--- src/rtl/rcpwc_pkg.sv ---
`timescale 1ns / 1ps
// Shared types, constants and codes of the RC pulse width capture block.
package rcpwc_pkg;

    localparam int CHANNELS_DEF     = 6;
    localparam int TICKS_PER_US_DEF = 120;
    localparam int STAMP_BITS_DEF   = 24;

    localparam int CHANNEL_BITS  = 3;
    localparam int IN_STAMP_BITS = 24;
    localparam int KIND_BITS     = 2;
    localparam int WIDTH_US_BITS = 18;
    localparam int HELD_BITS     = 12;

    localparam int CFG_INDEX_BITS = 4;
    localparam int CFG_DATA_BITS  = HELD_BITS;

    localparam logic [HELD_BITS-1:0]     MIN_WIDTH_RST = 12'd800;
    localparam logic [HELD_BITS-1:0]     MAX_WIDTH_RST = 12'd2200;
    localparam logic [WIDTH_US_BITS-1:0] WIDTH_US_MAX  = {WIDTH_US_BITS{1'b1}};

    typedef enum logic [CFG_INDEX_BITS-1:0] {
        REG_MIN_WIDTH = 4'd0,
        REG_MAX_WIDTH = 4'd1
    } cfg_reg_t;

    typedef enum logic [KIND_BITS-1:0] {
        EV_RISE    = 2'd0,
        EV_ACCEPT  = 2'd1,
        EV_REJECT  = 2'd2,
        EV_IGNORED = 2'd3
    } event_kind_t;

    typedef struct packed {
        logic [CHANNEL_BITS-1:0]  channel;
        logic [IN_STAMP_BITS-1:0] stamp;
    } rcpwc_req_t;

    typedef struct packed {
        logic [CHANNEL_BITS-1:0]  out_channel;
        event_kind_t              event_kind;
        logic [WIDTH_US_BITS-1:0] width_us;
        logic [HELD_BITS-1:0]     held_width_us;
    } rcpwc_res_t;

endpackage

--- src/rtl/rcpwc_ram.sv ---
`timescale 1ns / 1ps
// Generic single-write, single-read RAM with registered read data.
module rcpwc_ram #(
    parameter int WIDTH = 8,
    parameter int DEPTH = 2
) (
    input  logic                                  aclk,
    input  logic                                  we,
    input  logic [(DEPTH > 1 ? $clog2(DEPTH) : 1)-1:0] waddr,
    input  logic [WIDTH-1:0]                      wdata,
    input  logic                                  re,
    input  logic [(DEPTH > 1 ? $clog2(DEPTH) : 1)-1:0] raddr,
    output logic [WIDTH-1:0]                      rdata
);
    logic [WIDTH-1:0] mem [DEPTH];
    logic [WIDTH-1:0] rdata_reg;

    always_ff @(posedge aclk) begin
        if (we) begin
            mem[waddr] <= wdata;
        end
        if (re) begin
            rdata_reg <= mem[raddr];
        end
    end

    assign rdata = rdata_reg;

endmodule

--- src/rtl/rc_pulse_width_capture.sv ---
`timescale 1ns / 1ps
// Multi-channel RC pulse width capture: edge events in, one result per event out.
//
// Takes one edge event per clock while the output side is not stalled and presents one
// result per event, in order, from the b, c, d and output registers. Rise stamps live in
// a per-channel RAM that is read and written on the accepting cycle; accepted widths
// live in a second per-channel RAM that is read as an event enters the last stage and
// written as it leaves it, with a forwarding register for a write that lands on the
// cycle of the read. The width is (rise - fall) mod 2^STAMP_BITS divided by TICKS_PER_US
// through an exact reciprocal multiply. Flags and accepted-width valid bits reset at
// once, so the block takes requests right after reset. Events for channels at or above
// CHANNELS are answered with kind "ignored" and change no state.
module rc_pulse_width_capture #(
    parameter int CHANNELS     = rcpwc_pkg::CHANNELS_DEF,
    parameter int TICKS_PER_US = rcpwc_pkg::TICKS_PER_US_DEF,
    parameter int STAMP_BITS   = rcpwc_pkg::STAMP_BITS_DEF
) (
    input  logic                                 aclk,
    input  logic                                 aresetn,
    input  logic                                 s_valid,
    output logic                                 s_ready,
    input  rcpwc_pkg::rcpwc_req_t                s_req,
    output logic                                 m_valid,
    input  logic                                 m_ready,
    output rcpwc_pkg::rcpwc_res_t                m_res,
    input  logic                                 cfg_valid,
    output logic                                 cfg_ready,
    input  logic [rcpwc_pkg::CFG_INDEX_BITS-1:0] cfg_index,
    input  logic [rcpwc_pkg::CFG_DATA_BITS-1:0]  cfg_data
);
    import rcpwc_pkg::*;

    localparam int CH_AW      = (CHANNELS > 1) ? $clog2(CHANNELS) : 1;
    localparam int DIV_L      = $clog2(TICKS_PER_US);
    localparam int DIV_SHIFT  = STAMP_BITS + DIV_L;
    localparam int RECIP_BITS = STAMP_BITS + 1;
    localparam int PROD_BITS  = STAMP_BITS + RECIP_BITS;
    localparam logic [63:0] DIV_NUM    = 64'd1 << DIV_SHIFT;
    localparam logic [63:0] RECIP_FULL =
        (DIV_NUM + 64'(TICKS_PER_US) - 64'd1) / 64'(TICKS_PER_US);
    localparam logic [RECIP_BITS-1:0] RECIP = RECIP_BITS'(RECIP_FULL);

    // configuration
    logic [HELD_BITS-1:0] min_width_reg, min_width_next;
    logic [HELD_BITS-1:0] max_width_reg, max_width_next;

    // per-channel flags
    logic [CHANNELS-1:0] expect_rise_reg, expect_rise_next;
    logic [CHANNELS-1:0] acc_vld_reg, acc_vld_next;

    // pipeline control
    logic b_valid_reg, b_valid_next;
    logic c_valid_reg, c_valid_next;
    logic d_valid_reg, d_valid_next;
    logic out_valid_reg, out_valid_next;
    logic accept, b_go, c_go, d_go;
    logic b_free, c_free, d_free, out_free;

    // stage payload
    logic [CHANNEL_BITS-1:0] b_ch_reg, c_ch_reg, d_ch_reg;
    logic                    b_in_range_reg, c_in_range_reg, d_in_range_reg;
    logic                    b_rise_reg, c_rise_reg, d_rise_reg;
    logic [STAMP_BITS-1:0]   b_stamp_reg;
    logic [STAMP_BITS-1:0]   c_ticks_reg;
    logic [PROD_BITS-1:0]    d_prod_reg;
    logic                    d_fwd_hit_reg;
    logic [HELD_BITS-1:0]    d_fwd_data_reg;
    rcpwc_res_t              out_res_reg;

    // accept side
    logic [CH_AW-1:0]      s_ch_idx;
    logic                  s_in_range;
    logic                  s_rise;
    logic [STAMP_BITS-1:0] s_stamp;
    logic [STAMP_BITS-1:0] stamp_rd;
    logic [STAMP_BITS-1:0] b_ticks;

    // last stage
    logic [CH_AW-1:0]         c_ch_idx;
    logic [CH_AW-1:0]         d_ch_idx;
    logic [HELD_BITS-1:0]     acc_rd;
    logic [HELD_BITS-1:0]     d_held_rd;
    logic [STAMP_BITS-1:0]    d_quot;
    logic                     d_in_window;
    logic [WIDTH_US_BITS-1:0] d_width_sat;
    logic                     acc_we;
    logic [HELD_BITS-1:0]     acc_wdata;
    rcpwc_res_t               d_res;

    // ---------------- configuration ----------------
    assign cfg_ready = 1'b1;

    always_comb begin
        min_width_next = min_width_reg;
        max_width_next = max_width_reg;
        if (cfg_valid) begin
            unique case (cfg_index)
                REG_MIN_WIDTH: min_width_next = cfg_data;
                REG_MAX_WIDTH: max_width_next = cfg_data;
                default: ;
            endcase
        end
    end

    // ---------------- flow control ----------------
    assign out_free = !out_valid_reg || m_ready;
    assign d_go     = d_valid_reg && out_free;
    assign d_free   = !d_valid_reg || d_go;
    assign c_go     = c_valid_reg && d_free;
    assign c_free   = !c_valid_reg || c_go;
    assign b_go     = b_valid_reg && c_free;
    assign b_free   = !b_valid_reg || b_go;
    assign s_ready  = b_free;
    assign accept   = s_valid && b_free;

    assign b_valid_next   = accept || (b_valid_reg && !b_go);
    assign c_valid_next   = b_go || (c_valid_reg && !c_go);
    assign d_valid_next   = c_go || (d_valid_reg && !d_go);
    assign out_valid_next = d_go || (out_valid_reg && !m_ready);

    // ---------------- accept stage ----------------
    assign s_ch_idx   = CH_AW'(s_req.channel);
    assign s_in_range = 32'(s_req.channel) < CHANNELS;
    assign s_rise     = s_in_range && expect_rise_reg[s_ch_idx];
    assign s_stamp    = STAMP_BITS'(s_req.stamp);

    always_comb begin
        expect_rise_next = expect_rise_reg;
        if (accept && s_in_range) begin
            expect_rise_next[s_ch_idx] = !expect_rise_reg[s_ch_idx];
        end
    end

    rcpwc_ram #(
        .WIDTH(STAMP_BITS),
        .DEPTH(CHANNELS)
    ) u_stamp_ram (
        .aclk (aclk),
        .we   (accept && s_rise),
        .waddr(s_ch_idx),
        .wdata(s_stamp),
        .re   (accept),
        .raddr(s_ch_idx),
        .rdata(stamp_rd)
    );

    // down-counter: elapsed ticks wrap modulo 2^STAMP_BITS
    assign b_ticks = stamp_rd - b_stamp_reg;

    // ---------------- width stage ----------------
    assign c_ch_idx = CH_AW'(c_ch_reg);
    assign d_ch_idx = CH_AW'(d_ch_reg);

    rcpwc_ram #(
        .WIDTH(HELD_BITS),
        .DEPTH(CHANNELS)
    ) u_width_ram (
        .aclk (aclk),
        .we   (acc_we),
        .waddr(d_ch_idx),
        .wdata(acc_wdata),
        .re   (c_go),
        .raddr(c_ch_idx),
        .rdata(acc_rd)
    );

    assign d_quot      = STAMP_BITS'(d_prod_reg >> DIV_SHIFT);
    assign d_in_window = (d_quot >= STAMP_BITS'(min_width_reg)) &&
                         (d_quot <= STAMP_BITS'(max_width_reg));
    assign d_width_sat = (33'(d_quot) > 33'(WIDTH_US_MAX)) ? WIDTH_US_MAX
                                                           : WIDTH_US_BITS'(d_quot);
    assign d_held_rd   = d_fwd_hit_reg ? d_fwd_data_reg
                       : (acc_vld_reg[d_ch_idx] ? acc_rd : '0);

    assign acc_we    = d_go && d_in_range_reg && !d_rise_reg && d_in_window;
    assign acc_wdata = HELD_BITS'(d_quot);

    always_comb begin
        acc_vld_next = acc_vld_reg;
        if (acc_we) begin
            acc_vld_next[d_ch_idx] = 1'b1;
        end
    end

    always_comb begin
        d_res               = '0;
        d_res.out_channel   = d_ch_reg;
        d_res.event_kind    = EV_IGNORED;
        if (d_in_range_reg) begin
            if (d_rise_reg) begin
                d_res.event_kind    = EV_RISE;
                d_res.held_width_us = d_held_rd;
            end else if (d_in_window) begin
                d_res.event_kind    = EV_ACCEPT;
                d_res.width_us      = d_width_sat;
                d_res.held_width_us = acc_wdata;
            end else begin
                d_res.event_kind    = EV_REJECT;
                d_res.width_us      = d_width_sat;
                d_res.held_width_us = d_held_rd;
            end
        end
    end

    assign m_valid = out_valid_reg;
    assign m_res   = out_res_reg;

    // ---------------- registers ----------------
    always_ff @(posedge aclk) begin
        if (!aresetn) begin
            min_width_reg   <= MIN_WIDTH_RST;
            max_width_reg   <= MAX_WIDTH_RST;
            expect_rise_reg <= '1;
            acc_vld_reg     <= '0;
            b_valid_reg     <= 1'b0;
            c_valid_reg     <= 1'b0;
            d_valid_reg     <= 1'b0;
            out_valid_reg   <= 1'b0;
        end else begin
            min_width_reg   <= min_width_next;
            max_width_reg   <= max_width_next;
            expect_rise_reg <= expect_rise_next;
            acc_vld_reg     <= acc_vld_next;
            b_valid_reg     <= b_valid_next;
            c_valid_reg     <= c_valid_next;
            d_valid_reg     <= d_valid_next;
            out_valid_reg   <= out_valid_next;
        end
    end

    always_ff @(posedge aclk) begin
        if (accept) begin
            b_ch_reg       <= s_req.channel;
            b_in_range_reg <= s_in_range;
            b_rise_reg     <= s_rise;
            b_stamp_reg    <= s_stamp;
        end
        if (b_go) begin
            c_ch_reg       <= b_ch_reg;
            c_in_range_reg <= b_in_range_reg;
            c_rise_reg     <= b_rise_reg;
            c_ticks_reg    <= b_ticks;
        end
        if (c_go) begin
            d_ch_reg       <= c_ch_reg;
            d_in_range_reg <= c_in_range_reg;
            d_rise_reg     <= c_rise_reg;
            d_prod_reg     <= PROD_BITS'(c_ticks_reg) * PROD_BITS'(RECIP);
            // write to the same channel on the read cycle is not in the RAM output
            d_fwd_hit_reg  <= acc_we && (d_ch_idx == c_ch_idx);
            d_fwd_data_reg <= acc_wdata;
        end
        if (d_go) begin
            out_res_reg    <= d_res;
        end
    end

endmodule

--- config.mk ---
export PLATFORM = sky130hd
export DESIGN_NAME = rc_pulse_width_capture
export DESIGN_NICKNAME = d
export VERILOG_FILES = /design/src/rtl/rcpwc_pkg.sv /design/src/rtl/rcpwc_ram.sv /design/src/rtl/rc_pulse_width_capture.sv
export SDC_FILE = /design/constraint.sdc
export NUM_CORES = 1
export LEC_CHECK = 0
export ABC_AREA = 1
export BUFFER_PORTS_ARGS = -buffer_cell sky130_fd_sc_hd__buf_2
export CAP_MARGIN = 20
export CORE_UTILIZATION = 45
export CTS_BUF_LIST = sky130_fd_sc_hd__clkbuf_2 sky130_fd_sc_hd__clkbuf_4 sky130_fd_sc_hd__clkbuf_8
export CTS_CLUSTER_DIAMETER = 60
export DETAILED_ROUTE_END_ITERATION = 10
export PLACE_DENSITY = 0.72
export SYNTH_ARGS = -nofsm -noshare
export SYNTH_HDL_FRONTEND = slang
export SYNTH_HIERARCHICAL = 1
export SYNTH_SLANG_ARGS = --single-unit
--- constraint.sdc ---
create_clock -name aclk -period 6.71 [get_ports aclk]
set_input_delay 1.0065 -clock aclk [delete_from_list [all_inputs] [get_ports aclk]]
set_output_delay 1.0065 -clock aclk [all_outputs]
set_load 0.005 [all_outputs]
==> summary.txt, run 1 <==
Final critical-path required period -> 5.38 ns
Number of unique standard cell types used by synthesis -> 46
Max reg flops -> 144
CP dominant cell by count -> fa_1
Post-Syn Nets -> 2833
RSZ-0062 raised after global routing -> no
Post-CTS sizing -> 0
Max frequency -> 186 MHz
EDFF count, synth -> 381
Drt first pass iters -> 5
Crit share post-route -> 0.801
Clock power frac -> 0.200
Internal power -> 6.13 mW
Clk Latency, worst-skew pair -> 0.64 ns
Switching share of total power -> 0.428
Nets -> 2949
Proportion of synthesized area in mux cells -> 0
# rows -> 85
Vias per Instance -> 5.24
DR iter-0 viols -> 1080
GRT overflow -> 0
Largest family of logic cells by synthesized area -> adder cells
Status -> complete, no violations
Die Wd -> 236 um
Max Slew Vio Count -> 0
Final WL -> 56500 um
Type of the worst setup path -> reg2reg
Reg2reg start -> c_ticks_reg[6]$_DFFE_PP_
ANT cells -> 0
P_leak -> 11.9 nW
Crit start category -> register
Largest register by flop count -> u_stamp_ram/mem
Remaining antenna violation count -> 0
DIE HEIGHT -> 236 um
Hold Path Depth -> 0
Number of CTS-inserted buffers -> 69
H-tree levels -> 3
Critical Path End Type -> register
Vias in the first global route -> 17396
Max VDD drop -> 0.000329 V
Actual slew at the worst max-slew pin -> 1.15 ns
Register area share after synthesis -> 0.496
R2R setup slack -> 1.33 ns
Dpl cell area -> 0.0257 mm^2
Top-count cell post-synth -> nand2_1
Setup-failing EPs final -> 0
Hold/Removal Path Class -> reg2reg
Worst path slowest cell -> fa_1
GRT Util Overall -> 0.205
Buffers and inverters on the worst path -> 4
Async S/R FF share, synth -> 0
Synth Cell Area -> 0.0247 mm^2
Top post-synthesis cells by count -> 445 x nand2_1, 381 x edfxtp_1, 372 x inv_1, 263 x ha_1, 245 x nor2_1
Port-buffer cells -> 84
Synth Area in XOR/XNOR -> 0.0117
Postcts setup bufs -> 0
Routability cong. -> 0.931
Crit path largest cell delay -> 0.58 ns
Top-level port count -> 86
Crit path arrival time -> 5.77 ns
Reg2reg path depth -> 18
Top Family by Delay on Critical Path -> adder cells
Crit path max fanout -> 5
Syn Inst Count -> 2447
Clk_skew -> 0.0293 ns
Top_reg_cell synth -> edfxtp_1
Share of cells above drive strength 1 -> 0.0938
Post-cts hold buffer count -> 0
CTS tree -> built
Ys Warns -> 6
Syn_area_per_cell -> 10.1 um^2
Worst-path clk slew -> 0.06 ns
Setup TNS -> 0 ns
DR WL/cell -> 17.1 um
Post-synth top area cell -> edfxtp_1
Synth top area share -> 0.464
Net Sw Power -> 4.59 mW
DRC -> 0
Synth Area in Simple Gates -> 0.158
Power per cell area -> 396 mW/mm^2
Synth Area in Compound Gates -> 0.0664
#FFs+latches synth -> 421
Hold path start -> c_rise_reg$_DFFE_PP_
CTS Buffer Depth -> 3
Core outline area -> 0.0540 mm^2
Final Hold Viols -> 0
Hold EP -> d_rise_reg$_DFFE_PP_
Post-synthesis adder-cell area fraction -> 0.194
DP Wirelength -> 41200 um
Sequential share of power -> 0.304
Final design area excluding fillers -> 0.0271 mm^2
Die ar. -> 0.0557 mm^2
Largest net degree at the start of global routing -> 73
Initial Utilization -> 0.456
Main area contributors after synthesis -> edfxtp_1 46%, ha_1 13%, nand2_1 6.8%
Comb pwr share -> 0.495
Layout area overhead -> 9.77%
Required @ worst endpoint -> 7.10 ns
DR vias -> 17325
Clock sink count -> 421
CTS Root Cell -> clkbuf_8
Cell Chain, Critical Path -> ha_1 -> fa_1 -> inv_1 -> fa_1 -> fa_1 -> inv_1 -> fa_1 -> inv_1 -> fa_1 -> inv_1 -> ha_1 -> nand2_1 -> o21ai_0 -> a21o_1 -> a21boi_0 -> nand3_1 -> nand2_1 -> nand2_1
R2R Path End -> d_prod_reg[40]$_DFFE_PP_
Max_cap viols -> 0
Initial antenna violation count -> 0
Global-route wire length before repair -> 89800 um
Relative slew slack -> 0.233
## cell usage in the layout (no fill, tap or decap), types with 4 or more instances in the layout
cell / netlist / routed
a211oi_1: 4 / 4
a21o_1: 9 / 9
a21oi_1: 123 / 123
a22oi_1: 14 / 14
buf_2: 17 / 84
buf_4: 10 / 10
clkbuf_4: 0 / 22
clkbuf_8: 0 / 73
clkinv_1: 0 / 12
clkinv_2: 0 / 7
clkinvlp_4: 0 / 5
dfxtp_1: 40 / 40
edfxtp_1: 381 / 381
fa_1: 75 / 75
ha_1: 263 / 263
inv_1: 372 / 370
nand2_1: 445 / 445
nand2_2: 8 / 8
nand3_1: 155 / 155
nand4_1: 31 / 31
nor2_1: 245 / 238
nor2_2: 8 / 8
nor2_4: 0 / 7
nor3_1: 22 / 22
nor4_1: 8 / 8
o21a_1: 8 / 8
o21ai_0: 108 / 108
o21ai_1: 5 / 5
o21ai_2: 5 / 5
o21bai_1: 8 / 8
xnor2_1: 12 / 12
xor2_1: 21 / 21
## per-stage QoR
stage                     instances  utilization  setup WS (ns)  power (mW)  hold WS, ns
after CTS                      3306        0.500           1.33        10.8        0.422
after global routing           3308        0.501           1.04        11.6        0.426
after floorplan                2447            -           1.76        6.99        0.400
final                          3308        0.501           1.33        10.7        0.416
after global placement         3184        0.475           1.39        8.52        0.402
after detailed placement       3186        0.476           1.28        8.54        0.411
## cell type report
type | instances | area, um^2
clock buffers | 95 | 1170
clock inverters | 25 | 148
fillers | 4820 | 27000
inverters | 375 | 1420
multi-input cells | 1599 | 10700
flip-flops and latches | 421 | 12200
well taps | 696 | 871
repair buffers | 97 | 546
## per-layer routing
metal / wire length [um] / share of wire / GRT usage / vias up
li1: - / - / - / 8469
met1: 24600 / 0.44 / 0.262 / 8262
met2: 27500 / 0.49 / 0.354 / 475
met3: 2740 / 0.048 / 0.0304 / 119
met4: 1610 / 0.029 / 0.0729 / 0
met5: 0 / 0 / 0 / -
## power groups by stage
stage                     Clock [mW]  Sequential (mW)  Combinational, mW
after floorplan                    0             3.26               3.74
after global placement             0             3.31               5.20
after detailed placement           0             3.32               5.22
after CTS                       2.20             3.27               5.29
after global routing            2.31             3.27               6.01
final                           2.15             3.26               5.31
## logic make-up (layout without fill, tap and decap cells)
group | Yosys count | after routing
fa+ha+maj | 338 | 338
flops | 421 | 421
other cells | 1 | 1
simple gates | 931 | 931
buf+inv | 427 | 592
compound gates | 296 | 296
xor+xnor | 33 | 33
## how the worst max path moves through the flow
stage,slack [ns],start,to,cells after the start
floorplan,1.76,c_ticks_reg[6]$_DFFE_PP_,d_prod_reg[47]$_DFFE_PP_,21
global placement,1.39,c_ticks_reg[2]$_DFFE_PP_,d_prod_reg[48]$_DFFE_PP_,20
detailed placement,1.28,c_ticks_reg[6]$_DFFE_PP_,d_prod_reg[48]$_DFFE_PP_,20
CTS,1.33,c_ticks_reg[6]$_DFFE_PP_,d_prod_reg[48]$_DFFE_PP_,20
global route,1.04,c_ticks_reg[1]$_DFFE_PP_,d_prod_reg[48]$_DFFE_PP_,18
finish,1.33,c_ticks_reg[6]$_DFFE_PP_,d_prod_reg[40]$_DFFE_PP_,18
Power figures use the tool's default switching activity.
==> run 2: changes to the inputs <==
Settings changed: PLACE_DENSITY 0.72 to 0.74.
Clock period 6.71 ns to 4.46 ns, I/O delays scaled along.
==> run 2 against run 1 <==
The flow now finishes with violations (setup timing); hold slack worse by 0.15 ns; critical path type unchanged; utilization is 2.7 points higher; via count is 2.8% higher; largest cell class unchanged; non-clock buffer count is 113 higher; critical path depth is 1 lower; flip-flop and latch count stayed put; cell area is 5.3% higher; sequential power is 49% higher.
==> summary.txt, run 2 (same netlist as run 1, synthesis figures left out) <==
Status -> finished, violations left
Failing checks -> setup timing
Max_cap viols -> 0
Vias per Instance -> 5.21
Clock power frac -> 0.167
CTS tree -> built
Reg2reg path depth -> 17
Initial Utilization -> 0.456
Sequential share of power -> 0.252
DRC -> 0
Net Sw Power -> 8.12 mW
Drt first pass iters -> 5
Hold EP -> min_width_reg[5]$_SDFFE_PN1P_
Hold Path Depth -> 3
Port-buffer cells -> 84
Power per cell area -> 677 mW/mm^2
Clk Latency, worst-skew pair -> 0.65 ns
Final critical-path required period -> 4.75 ns
Worst-path clk slew -> 0.07 ns
Critical Path End Type -> register
Remaining antenna violation count -> 0
Nets -> 3061
Setup ws final -> -0.293 ns
Max frequency -> 210 MHz
H-tree levels -> 3
Crit path arrival time -> 5.14 ns
DIE HEIGHT -> 236 um
Global-route wire length before repair -> 93300 um
Largest net degree at the start of global routing -> 76
CTS Root Cell -> clkbuf_8
Largest register by flop count -> u_stamp_ram/mem
Post-cts hold buffer count -> 0
# fillers -> 4727
Die ar. -> 0.0557 mm^2
Comb pwr share -> 0.580
Tot Pwr -> 19.3 mW
Final WL -> 58400 um
DP Cell Count -> 3287
Crit start category -> register
CTS Buffer Depth -> 3
Hold path start -> cfg_data[5]
Number of CTS-inserted buffers -> 68
Crit share post-route -> 1.07
RSZ-0062 raised after global routing -> yes
Hold/Removal Path Class -> in2reg
Max Slew Vio Count -> 0
Dpl cell area -> 0.0266 mm^2
P_leak -> 12.5 nW
Most frequent cells in the layout -> 434 x nand2_1, 381 x edfxtp_1, 362 x inv_1
Core outline area -> 0.0540 mm^2
Max VDD drop -> 0.000581 V
Actual slew at the worst max-slew pin -> 0.961 ns
Final design area excluding fillers -> 0.0285 mm^2
DR vias -> 17809
Initial antenna violation count -> 1
Setup TNS -> -4.35 ns
Vias in the first global route -> 18310
Max reg flops -> 144
Commonest non-fill, non-tap cell in the layout -> nand2_1
Top-level port count -> 86
Crit path launch -> c_ticks_reg[5]$_DFFE_PP_
Setup-failing EPs final -> 18
Clk_skew -> 0.0393 ns
Crit path max fanout -> 4
Relative slew slack -> 0.358
Die Wd -> 236 um
Reg2reg start -> c_ticks_reg[5]$_DFFE_PP_
Required @ worst endpoint -> 4.84 ns
ANT cells -> 0
Share of cells above drive strength 1 -> 0.163
DR WL/cell -> 17.1 um
Layout area overhead -> 15.6%
Routability cong. -> 0.911
Type of the worst setup path -> reg2reg
Final Hold Viols -> 0
Fin cells -> 3421
GRT overflow -> 0
DP Wirelength -> 43500 um
GRT Util Overall -> 0.211
Clock sink count -> 421
Internal power -> 11.2 mW
R2R setup slack -> -0.29 ns
# rows -> 85
DR iter-0 viols -> 1049
Switching share of total power -> 0.421
R2R Path End -> d_prod_reg[47]$_DFFE_PP_
## run 2: worst max-delay path by stage
stage / end
2_1_floorplan: d_prod_reg[47]$_DFFE_PP_
5_1_grt: d_prod_reg[47]$_DFFE_PP_
6_report: d_prod_reg[47]$_DFFE_PP_
4_1_cts: d_prod_reg[42]$_DFFE_PP_
3_5_place_dp: d_prod_reg[42]$_DFFE_PP_
3_3_place_gp: d_prod_reg[42]$_DFFE_PP_
## run 2: power by group through the flow
stage	logic (mW)	registers, mW	clock network [mW]
after floorplan	6.25	4.90	0
after global placement	9.48	4.95	0
after detailed placement	9.54	4.96	0
after CTS	10.4	4.88	3.30
after global routing	12.4	4.89	3.47
final	11.2	4.87	3.23
## run 2: what timing repair did
| action | CTS | global route |
|---|---|---|
| hold endpoints to repair | 0 | 0 |
| pin swaps | 21 | 20 |
| resized for setup | 52 | 39 |
| buffers inserted | 9 | 3 |
| endpoints found under the setup margin | 18 | 18 |
## run 2: cell type report
| type | count | area (um^2) | area share |
|---|---|---|---|
| Clock buffer | 95 | 1200 | 0.0421 |
| Multi-Input combinational cell | 1599 | 11200 | 0.392 |
| Timing Repair Buffer | 210 | 1470 | 0.0516 |
| Clock inverter | 25 | 124 | 0.00435 |
| Inverter | 375 | 1420 | 0.0498 |
| Tap cell | 696 | 871 | 0.0306 |
| Sequential cell | 421 | 12200 | 0.429 |
## run 2: metrics by stage
stage / hold slack, ns / worst slack (ns) / util
detailed placement: 0.405 / -0.391 / 0.493
global placement: 0.400 / -0.352 / 0.493
finish: 0.266 / -0.293 / 0.528
global route: 0.240 / -0.526 / 0.528
floorplan: 0.400 / -0.0993 / -
CTS: 0.215 / -0.296 / 0.522
## run 2: critical path, stage by stage (launching register included)
cell and delay, ns:
edfxtp_1 0.44, buf_4 0.17, ha_1 0.31, fa_1 0.49, fa_1 0.55, fa_1 0.44
fa_1 0.58, ha_4 0.22, ha_4 0.28, nand2_1 0.09, nor2_2 0.12, inv_1 0.08
nor4_2 0.28, nand2_1 0.09, nand2_2 0.13, nand2_1 0.09, nand3_1 0.08, nand2_1 0.05
## run 2: metal layers
metal	vias up	GRT usage	wire (um)
met5	-	0	17
met4	2	0.0660	1480
met3	114	0.0352	3080
met2	519	0.368	29000
met1	8483	0.267	24800
li1	8691	-	-
==> run 3: changes to the inputs <==
Settings changed: CTS_BUF_LIST sky130_fd_sc_hd__clkbuf_2 sky130_fd_sc_hd__clkbuf_4 sky130_fd_sc_hd__clkbuf_8 to sky130_fd_sc_hd__clkbuf_8.
==> run 3 against run 2 <==
The flow still finishes with violations (setup timing); non-clock buffer count decreased by 2; combinational power about the same; fmax decreased by 0.30%; cell area decreased by 0.32%; sequential power about the same; total power decreased by 1.1%; critical path depth increased by 2; via count decreased by 0.30%; register-to-register slack about the same; flip-flop and latch count unchanged; die area unchanged; clock-buffer cell count decreased by 17; critical endpoint is now d_prod_reg[41]$_DFFE_PP_.
==> summary.txt, run 3 (same netlist as run 1, synthesis figures left out) <==
Vias per Instance -> 5.19
Initial antenna violation count -> 1
Hold path start -> cfg_data[5]
Hold Path Depth -> 3
DP Cell Count -> 3287
Type of the worst setup path -> reg2reg
GRT overflow -> 0
Global-route wire length before repair -> 93200 um
Crit start category -> register
Failing checks -> setup timing
Nets -> 3059
GRT Util Overall -> 0.211
CTS Buffer Depth -> 3
Final critical-path required period -> 4.77 ns
Port-buffer cells -> 84
Share of cells above drive strength 1 -> 0.157
CTS tree -> built
R2R setup slack -> -0.31 ns
Relative slew slack -> 0.370
# rows -> 85
Routability cong. -> 0.911
Clock sink count -> 421
DP Wirelength -> 43500 um
DR iter-0 viols -> 1029
Crit path arrival time -> 5.14 ns
Setup TNS -> -4.38 ns
Max frequency -> 210 MHz
R2R Path End -> d_prod_reg[41]$_DFFE_PP_
Crit share post-route -> 1.07
Die ar. -> 0.0557 mm^2
Remaining antenna violation count -> 0
DRC -> 0
Max VDD drop -> 0.000526 V
CTS Root Cell -> clkbuf_8
Drt first pass iters -> 5
Critical Path End Type -> register
Reg2reg start -> c_ticks_reg[2]$_DFFE_PP_
# fillers -> 4733
Reg area -> 0.0122 mm^2
Hold EP -> min_width_reg[5]$_SDFFE_PN1P_
Max reg flops -> 144
Final Hold Viols -> 0
P_leak -> 12.5 nW
Power per cell area -> 672 mW/mm^2
Required @ worst endpoint -> 4.83 ns
RSZ-0062 raised after global routing -> yes
Number of CTS-inserted buffers -> 68
Setup ws final -> -0.307 ns
Worst-path clk slew -> 0.07 ns
Crit path max fanout -> 3
Die Wd -> 236 um
Reg2reg path depth -> 19
Fin cells -> 3419
Max_cap viols -> 0
Actual slew at the worst max-slew pin -> 0.944 ns
Core outline area -> 0.0540 mm^2
Largest net degree at the start of global routing -> 76
H-tree levels -> 3
Vias in the first global route -> 18326
Layout area overhead -> 15.2%
Commonest non-fill, non-tap cell in the layout -> nand2_1
DR WL/cell -> 17.0 um
DR vias -> 17756
Tot Pwr -> 19.1 mW
ANT cells -> 0
Status -> finished, violations left
Largest register by flop count -> u_stamp_ram/mem
Max Slew Vio Count -> 0
Initial Utilization -> 0.456
DIE HEIGHT -> 236 um
Hold/Removal Path Class -> in2reg
Setup-failing EPs final -> 18
Min Hold Slack -> 0.272 ns
Clk Latency, worst-skew pair -> 0.65 ns
Area taken by multi-input logic gates -> 0.0112 mm^2
Most frequent cells in the layout -> 432 x nand2_1, 381 x edfxtp_1, 380 x inv_1
Final WL -> 58100 um
Clk_skew -> 0.0359 ns
Top-level port count -> 86
Post-cts hold buffer count -> 0
run 3: cell types whose count changed in the layout (fill, tap and decap cells not counted), sizes merged:
cell,before,now
clkbuf,95,78
inv,377,394
buf,210,208
run 3: cell type report:
| type | instances | share of cell area |
|---|---|---|
| multi-input cells | 1599 | 0.393 |
| repair buffers | 208 | 0.0511 |
| clock buffers | 78 | 0.0378 |
| flip-flops and latches | 421 | 0.431 |
| clock inverters | 42 | 0.00661 |
| well taps | 696 | 0.0307 |
| inverters | 375 | 0.0501 |
run 3: worst max-delay path by stage:
stage | slack, ns | depth (start not counted) | start | endpoint
5_1_grt | -0.52 | 19 | c_ticks_reg[19]$_DFFE_PP_ | d_prod_reg[47]$_DFFE_PP_
3_5_place_dp | -0.39 | 19 | c_ticks_reg[5]$_DFFE_PP_ | d_prod_reg[42]$_DFFE_PP_
4_1_cts | -0.29 | 19 | c_ticks_reg[1]$_DFFE_PP_ | d_prod_reg[38]$_DFFE_PP_
2_1_floorplan | -0.1 | 20 | c_ticks_reg[6]$_DFFE_PP_ | d_prod_reg[47]$_DFFE_PP_
3_3_place_gp | -0.35 | 19 | c_ticks_reg[5]$_DFFE_PP_ | d_prod_reg[42]$_DFFE_PP_
6_report | -0.31 | 19 | c_ticks_reg[2]$_DFFE_PP_ | d_prod_reg[41]$_DFFE_PP_
run 3: per-stage QoR:
stage / util / setup slack, ns / area, um^2
floorplan: - / -0.0993 / 24800
global placement: 0.493 / -0.352 / 26600
detailed placement: 0.493 / -0.391 / 26600
CTS: 0.521 / -0.294 / 28100
global route: 0.526 / -0.517 / 28400
finish: 0.526 / -0.307 / 28400
run 3: critical path, stage by stage, from the launching register on:
cell and delay (ns):
edfxtp_1 0.44, ha_4 0.27, fa_1 0.50, inv_1 0.06
fa_1 0.46, fa_1 0.49, inv_1 0.05, fa_1 0.48
inv_1 0.05, fa_1 0.49, inv_2 0.05, ha_4 0.25
a21oi_4 0.16, o21bai_1 0.10, buf_4 0.16, a21oi_4 0.13
o21a_1 0.17, nand3_1 0.08, nand2_1 0.06, nand2_1 0.04
run 3: report_power, final:
group | internal, mW | switching, mW
logic | 4.68 | 6.45
clock network | 1.60 | 1.49
registers | 4.69 | 0.181
total | 11.0 | 8.13
run 3: timing repair:
| action | in CTS | in global routing |
|---|---|---|
| resized for setup | 42 | 50 |
| buffers inserted | 9 | 1 |
| pin swaps | 17 | 18 |
| endpoints found under the setup margin | 18 | 18 |
run 3: layer usage:
| layer | GRT usage | up-vias | routed length [um] |
|---|---|---|---|
| met5 | 0 | - | 17 |
| met3 | 0.0350 | 127 | 2990 |
| met4 | 0.0679 | 2 | 1570 |
| met2 | 0.367 | 503 | 28900 |
| met1 | 0.266 | 8435 | 24700 |
| li1 | - | 8689 | - |
